==> config.mk <==
export PLATFORM = sky130hd
export DESIGN_NAME = biquad_ctrl
export DESIGN_NICKNAME = d
export VERILOG_FILES = /design/src/biquad_iir_with_saturation_unit_defines.svh /design/src/biquad_pkg.sv /design/src/biquad_ctrl.sv
export SDC_FILE = /design/constraint.sdc
export NUM_CORES = 1
export LEC_CHECK = 0
export ABC_CLOCK_PERIOD_IN_PS = 3000
export BUFFER_PORTS_ARGS = -buffer_cell sky130_fd_sc_hd__clkbuf_2
export CELL_PAD_IN_SITES_DETAIL_PLACEMENT = 0
export CELL_PAD_IN_SITES_GLOBAL_PLACEMENT = 1
export CORE_ASPECT_RATIO = 0.75
export CORE_MARGIN = 2
export CORE_UTILIZATION = 38
export CTS_BUF_LIST = sky130_fd_sc_hd__clkbuf_4 sky130_fd_sc_hd__clkbuf_8
export DETAILED_ROUTE_END_ITERATION = 8
export GPL_ROUTABILITY_DRIVEN = 1
export PLACE_DENSITY_LB_ADDON = 0.15
export SLEW_MARGIN = 15
export SYNTH_ARGS = -nofsm -noshare
export SYNTH_HDL_FRONTEND = slang
export SYNTH_SLANG_ARGS = --single-unit
==> constraint.sdc <==
create_clock -name clk -period 3 [get_ports clk]
set_clock_uncertainty 0.15 [all_clocks]
set_input_delay 0.6 -clock clk [delete_from_list [all_inputs] [get_ports clk]]
set_output_delay 0.6 -clock clk [all_outputs]
set_load 0.02 [all_outputs]
==> src/biquad_iir_with_saturation_unit_defines.svh <==
// Assertion macros for the biquad IIR unit.
// No dependencies; included by the top level.
`ifndef BIQUAD_IIR_WITH_SATURATION_UNIT_DEFINES_SVH
`define BIQUAD_IIR_WITH_SATURATION_UNIT_DEFINES_SVH

// Same-cycle implication, disabled during reset.
`define BQ_ASSERT_IMPLY(label, clk, rst_n, a, b, msg) \
    label: assert property (@(posedge clk) disable iff (!rst_n) (a) |-> (b)) \
        else $error(msg);

// Next-cycle implication, disabled during reset.
`define BQ_ASSERT_NEXT(label, clk, rst_n, a, b, msg) \
    label: assert property (@(posedge clk) disable iff (!rst_n) (a) |=> (b)) \
        else $error(msg);

`endif

==> src/biquad_pkg.sv <==
// Shared types and constants for the biquad IIR unit.
// No dependencies.
package biquad_pkg;

    localparam int DATA_WIDTH_DEF = 32;
    localparam int COEF_WIDTH_DEF = 32;
    localparam int SAMPLE_W       = 32;
    localparam int CFG_DATA_W     = 64;
    localparam int CFG_IDX_W      = 3;
    localparam int LIMIT_W        = 32;

    typedef enum logic [CFG_IDX_W-1:0] {
        REG_B0      = 3'd0,
        REG_B1      = 3'd1,
        REG_B2      = 3'd2,
        REG_A1      = 3'd3,
        REG_A2      = 3'd4,
        REG_SAT     = 3'd5,
        REG_IN_LIM  = 3'd6,
        REG_OUT_LIM = 3'd7
    } cfg_reg_t;

    typedef enum logic [2:0] {
        TERM_B0,
        TERM_B1,
        TERM_B2,
        TERM_A1,
        TERM_A2,
        TERM_AW
    } term_t;

    typedef enum logic [3:0] {
        S_IDLE,
        S_MUL,
        S_ACC,
        S_OUT,
        S_AWMUL,
        S_DIVINIT,
        S_DIV,
        S_DIVEND,
        S_DONE
    } state_t;

    typedef struct packed {
        logic  load_x;
        logic  mul_en;
        term_t term;
        logic  acc_clr;
        logic  acc_en;
        logic  out_upd;
        logic  div_init;
        logic  div_step;
        logic  div_done;
        logic  out_load;
    } cmd_t;

    typedef struct packed {
        logic hit;
        logic sum_b_zero;
        logic out_busy;
    } status_t;

endpackage

==> src/biquad_ctrl.sv <==
// Sequencer for the biquad IIR unit: MAC term order and anti-windup divide.
// Depends on biquad_pkg.
module biquad_ctrl #(
    parameter int DATA_WIDTH = biquad_pkg::DATA_WIDTH_DEF,
    parameter int COEF_WIDTH = biquad_pkg::COEF_WIDTH_DEF
) (
    input  logic                clk,
    input  logic                rst_n,
    input  logic                in_valid,
    output logic                in_stall,
    input  biquad_pkg::status_t status,
    output biquad_pkg::cmd_t    cmd
);

    localparam int NW    = DATA_WIDTH + COEF_WIDTH + 4;
    localparam int CNT_W = $clog2(NW);

    biquad_pkg::state_t state_reg, state_next;
    biquad_pkg::term_t  term_reg, term_next;
    logic [CNT_W-1:0]   cnt_reg, cnt_next;

    always_ff @(posedge clk or negedge rst_n)
    begin
        if (!rst_n)
        begin
            state_reg <= biquad_pkg::S_IDLE;
            term_reg  <= biquad_pkg::TERM_B0;
            cnt_reg   <= '0;
        end
        else
        begin
            state_reg <= state_next;
            term_reg  <= term_next;
            cnt_reg   <= cnt_next;
        end
    end

    always_comb
    begin
        state_next = state_reg;
        term_next  = term_reg;
        cnt_next   = cnt_reg;
        cmd        = '0;
        cmd.term   = term_reg;
        in_stall   = (state_reg != biquad_pkg::S_IDLE);
        unique case (state_reg)
            biquad_pkg::S_IDLE:
            begin
                if (in_valid)
                begin
                    cmd.load_x = 1'b1;
                    cmd.acc_clr = 1'b1;
                    term_next = biquad_pkg::TERM_B0;
                    state_next = biquad_pkg::S_MUL;
                end
            end
            biquad_pkg::S_MUL:
            begin
                cmd.mul_en = 1'b1;
                state_next = biquad_pkg::S_ACC;
            end
            biquad_pkg::S_ACC:
            begin
                cmd.acc_en = 1'b1;
                if (term_reg == biquad_pkg::TERM_A2)
                begin
                    state_next = biquad_pkg::S_OUT;
                end
                else
                begin
                    term_next = biquad_pkg::term_t'(3'(term_reg) + 3'd1);
                    state_next = biquad_pkg::S_MUL;
                end
            end
            biquad_pkg::S_OUT:
            begin
                cmd.out_upd = 1'b1;
                if (status.hit && !status.sum_b_zero)
                begin
                    term_next = biquad_pkg::TERM_AW;
                    state_next = biquad_pkg::S_AWMUL;
                end
                else
                begin
                    state_next = biquad_pkg::S_DONE;
                end
            end
            biquad_pkg::S_AWMUL:
            begin
                cmd.mul_en = 1'b1;
                state_next = biquad_pkg::S_DIVINIT;
            end
            biquad_pkg::S_DIVINIT:
            begin
                cmd.div_init = 1'b1;
                cnt_next = '0;
                state_next = biquad_pkg::S_DIV;
            end
            biquad_pkg::S_DIV:
            begin
                cmd.div_step = 1'b1;
                cnt_next = cnt_reg + 1'b1;
                if (cnt_reg == CNT_W'(NW - 1))
                begin
                    state_next = biquad_pkg::S_DIVEND;
                end
            end
            biquad_pkg::S_DIVEND:
            begin
                cmd.div_done = 1'b1;
                state_next = biquad_pkg::S_DONE;
            end
            biquad_pkg::S_DONE:
            begin
                if (!status.out_busy)
                begin
                    cmd.out_load = 1'b1;
                    state_next = biquad_pkg::S_IDLE;
                end
            end
            default:
            begin
                state_next = biquad_pkg::S_IDLE;
            end
        endcase
    end

endmodule

# After elaboration in Yosys (flattened, before gate mapping)

Cells that the tools add are included.

Flip-flop bits (word level): 14
Input port bits: 6

$add $sub $neg: 2
Equality and inequality tests: 15
Muxes and demuxes: 21
Reductions and logical operators: 9

Operator list:

| kind                | number |
|---|---|
| $pmux 4 s9          | 1 |
| $eq 4x3->1 const B  | 4 |
| $mux 4              | 4 |
| $pmux 7 s2          | 1 |
| $mux 1              | 10 |
| $ne 2x2->1 const B  | 5 |
| $mux 3              | 3 |
| $pmux 3 s3          | 1 |
| $eq 4x2->1 const B  | 2 |
| $add 7x1->7 const B | 1 |
| $eq 7x7->1 const B  | 1 |
| $eq 4x1->1 const B  | 1 |
| $eq 4x4->1 const B  | 1 |
| $logic_not 4->1     | 1 |
| $reduce_and 4->1    | 1 |
| $reduce_bool 4->1   | 1 |
| $add 3x1->3 const B | 1 |
| $eq 3x3->1 const B  | 1 |
| $reduce_and 3->1    | 1 |
| $reduce_bool 3->1   | 1 |
| $mux 2              | 1 |
| $reduce_bool 2->1   | 1 |
| $reduce_or 2->1     | 1 |
| $logic_and 1x1->1   | 1 |
| $logic_not 1->1     | 1 |

# Logic depth before layout (Yosys ltp)

Word-level depth: 4
Mapped depth: 6

# Least setup slack after synthesis

No wires, ideal clock.

Kind: flip-flop to output port
Start point: register state_reg[1]
End point: output port cmd[0] in the netlist's numbering
Arrival: 1441 ps
Path buffers: 1
Cell stages (with the launch flop): 4
Slack: 809 ps
Cell sequence: dfrtp_1 -> buf_2 -> nor2_1 -> nor4bb_1

RTL lines:

| element                | RTL line          | source |
|---|---|---|
| from (decl)            | biquad_ctrl.sv:18 | `biquad_pkg::state_t state_reg, state_next;` |
| from (signal assigned) | biquad_ctrl.sv:26 | `state_reg <= biquad_pkg::S_IDLE;` |
| from (signal assigned) | biquad_ctrl.sv:32 | `state_reg <= state_next;` |
| to (decl)              | biquad_ctrl.sv:12 | `output biquad_pkg::cmd_t cmd` |

==> summary.md <==
| Metric | Value |
|---|---|
| Status | `finished clean` |
| Clock Latency Late Sink | `290 ps` |
| Root Driver | `clkbuf_4` |
| Setup crit end | `cmd[2]` |
| Vias in the first global route | `697` |
| Non-Filler Instances | `147` |
| FF+latch count, synth | `14` |
| Global route total overflow | `0` |
| Post-synth ARST share | `100%` |
| Routed Antenna Nets | `0` |
| Distinct cell type count after synthesis | `39` |
| Worst VDD drop | `0.383 mV` |
| First-pass GRT wire length | `3.28 mm` |
| Transition time at the pin with the least slew margin | `around 480 ps` |
| CTS Hold Bufs | `0` |
| XOR/XNOR share of the synthesized area | `2.87%` |
| Ports | `19` |
| RSZ-0062 raised after global routing | `false` |
| Simple-gate share of the synthesized area | `~28%` |
| Fmax | `just over 400 MHz` |
| Largest net degree at the start of global routing | `15` |
| Worst-path clk slew | `90 ps` |
| Max-slew violations | `0` |
| Dpl cells | `~140` |
| CTS tree | `done` |
| Reg area | `350 µm²` |
| Critical path arrival | `1670 ps` |
| Multi-input gate area | `509 µm²` |
| CP Launch Point | `state_reg[0]` |
| Post-synth EDFFs | `0` |
| DRC | `0` |
| DP Wirelength | `approximately 1.4 mm` |
| Mapped Cells | `98` |
| Core area | `around 2300 µm²` |
| Die height | `roughly 46 µm` |
| Final hold violation count | `0` |
| CP Capture Type | `output port` |
| Final period util | `80.7%` |
| Vias per cell | `slightly above 5` |
| Synth Area in Compound Gates | `20.9%` |
| TritonCTS Buffers | `3` |
| # diodes | `0` |
| Reg2Reg Setup Slack | `1190 ps` |
| TNS Setup | `0 ps` |
| Ys Warns | `0` |
| Clk sinks | `14` |
| Design Power | `898 µW` |
| Clk buf depth | `2` |
| CP Max Fanout | `11` |
| Die width | `60.7 µm` |
| Filler instances | `247` |
| Post-Synth Adder-Cell Area | `4.10%` |
| Worst EP required | `2250 ps` |
| Wire per inst | `13.3 µm` |
| Via Count | `755` |
| Pwr dens | `863 nW/µm²` |
| Max FFs per register | `7` |
| Avg Cell Area, Syn | `9.33 µm²` |
| Routed WL | `1.96 mm` |
| Mux cell area share after synthesis | `0%` |
| Share of the yosys chip area belonging to registers | `38.3%` |
| Setup crit start kind | `flip-flop` |
| Crit path kind | `flip-flop to output port` |
| Die area | `2820 µm²` |
| Post-CTS Repair Setup Buffers | `0` |
| Synth Flop Type | `dfrtp_1` |
| Max_cap viols | `0` |
| Row count | `15` |
| Leak | `0.000480 µW` |
| Tmin final | `2420 ps` |
| Synth Net Count | `107` |
| Tot GR Track Use | `16.5%` |
| RePlAce Congestion | `between 0.7 and 0.8` |
| Number of gates resized after cts | `0` |
| Hold Crit Class | `input pin to asynchronous set/reset pin` |
| Initial DRC count | `20` |
| Post-Syn Area | `just over 900 µm²` |
| Initial antenna violation count | `0` |
| Share of cells above drive strength 1 | `25.7%` |
| # H-tree levels | `1` |
| Reg-to-reg endpoint | `term_reg[0]` |
| First-pass iteration count of the detailed router | `4` |
| Final net count | `123` |
| Area Growth Syn to Fin | `13.7%` |
| Rel. slew slack | `68.0%` |
| R2R cell count | `4` |
| Port bufs | `18` |
| Largest family of logic cells by synthesized area | `simple AND/OR/NAND/NOR gates` |
| Final setup viols | `0` |
| Initial Util | `around two fifths` |
| Reg-to-Reg Start | `state_reg[0]` |
## layout make-up
cell class              instances  area share [%]
inverters                       3            1.08
flip-flops and latches         14            33.7
well taps                      34            4.09
multi-input cells              74            49.0
repair buffers                 18            8.66
clock buffers                   4            3.49
## where the power goes
part	internal (µW)	total (µW)	switching (µW)	leakage, µW
clock network	74.0	138	64.5	0.0000210
registers	236	334	98.3	0.000188
logic	163	425	263	0.000271
total	472	898	425	0.000480
## synth_stat cells, drive strengths merged (2+ instances only)
cell	n	share of area (%)
a21oi	5	3.1
a22o	4	3.8
a31oi	2	1.4
and3	2	1.4
buf	6	4.2
dfrtp	14	38
ha	3	4.1
inv	3	1.2
nand2	10	4.1
nand2b	3	2.9
nand3	3	1.6
nor2	8	5.3
nor2b	4	2.7
nor3	5	3.3
nor4bb	2	2.2
o21ai	4	2.2
o31ai	5	4.1
xnor2	2	1.9
## layer usage
layer	routed length [µm]	up-vias	global-route usage [%]
li1	-	383	-
met2	777	19	21.9
met5	0	-	0
met3	117	5	5.34
met4	36	0	6.52
met1	1030	348	24.1
## metrics by stage
stage | area, µm² | utilization (%) | worst slack (ps) | hold slack, ps
floorplan | 915 | - | 809 | 154
global placement | 1000 | 43.8 | 944 | 330
detailed placement | 1000 | 43.8 | 898 | 330
CTS | 1040 | 45.4 | 565 | 65.1
global route | 1040 | 45.4 | 446 | 70.2
finish | 1040 | 45.4 | 578 | 51.8
## cells in the final DEF (no fill, tap or decap)
| master | netlist | final |
|---|---|---|
| nor2b_1 | 4 | 4 |
| nand4b_1 | 1 | 1 |
| o21a_1 | 1 | 1 |
| nor4_1 | 1 | 1 |
| xnor2_1 | 2 | 2 |
| a211oi_2 | 1 | 1 |
| dfrtp_1 | 14 | 14 |
| nor3_2 | 1 | 1 |
| or3_1 | 1 | 1 |
| o31ai_1 | 5 | 5 |
| o221ai_1 | 1 | 1 |
| o22ai_2 | 1 | 1 |
| o21ai_1 | 1 | 1 |
| nand2_1 | 10 | 10 |
| clkbuf_2 | 1 | 18 |
| clkbuf_8 | 0 | 1 |
| clkbuf_4 | 0 | 3 |
| nand2b_4 | 1 | 1 |
| a21o_1 | 1 | 1 |
| a21oi_2 | 1 | 1 |
| a41oi_1 | 1 | 1 |
| nor3_1 | 4 | 4 |
| nor2_2 | 1 | 1 |
| nor2_1 | 6 | 6 |
| a31oi_1 | 2 | 2 |
| o21ai_0 | 3 | 3 |
| nor2_8 | 1 | 1 |
| and4_1 | 1 | 1 |
| xor2_1 | 1 | 1 |
| nor4bb_1 | 2 | 2 |
| nand3_1 | 3 | 3 |
| nand2b_1 | 2 | 2 |
| a22o_1 | 4 | 4 |
| inv_1 | 3 | 3 |
| and3_1 | 2 | 2 |
| nor4b_1 | 1 | 1 |
| ha_1 | 3 | 3 |
| a21oi_1 | 4 | 4 |
## worst min-delay path by stage
stage | startpoint | endpoint | slack (ps) | cells after the start
3_3_place_gp | cnt_reg[6] | cnt_reg[6] | 330 | 1
3_5_place_dp | cnt_reg[6] | cnt_reg[6] | 330 | 1
6_report | rst_n | state_reg[3] | 50 | 1
2_1_floorplan | rst_n | cnt_reg[0] | 150 | 0
5_1_grt | rst_n | state_reg[3] | 70 | 1
4_1_cts | rst_n | state_reg[3] | 70 | 1
## critical path, stage by stage (launching register included)
cell	delay, ps
dfrtp_1	510
nand2b_1	400
nor2_8	270
clkbuf_2	200
## kinds of logic after synthesis
logic type,Yosys count
flip-flops,14
XOR/XNOR,3
AO/OA/AOI/OAI,26
AND/OR/NAND/NOR,42
adder cells (fa/ha/maj),3
buffers and inverters,10
Power figures use the tool's default switching activity.
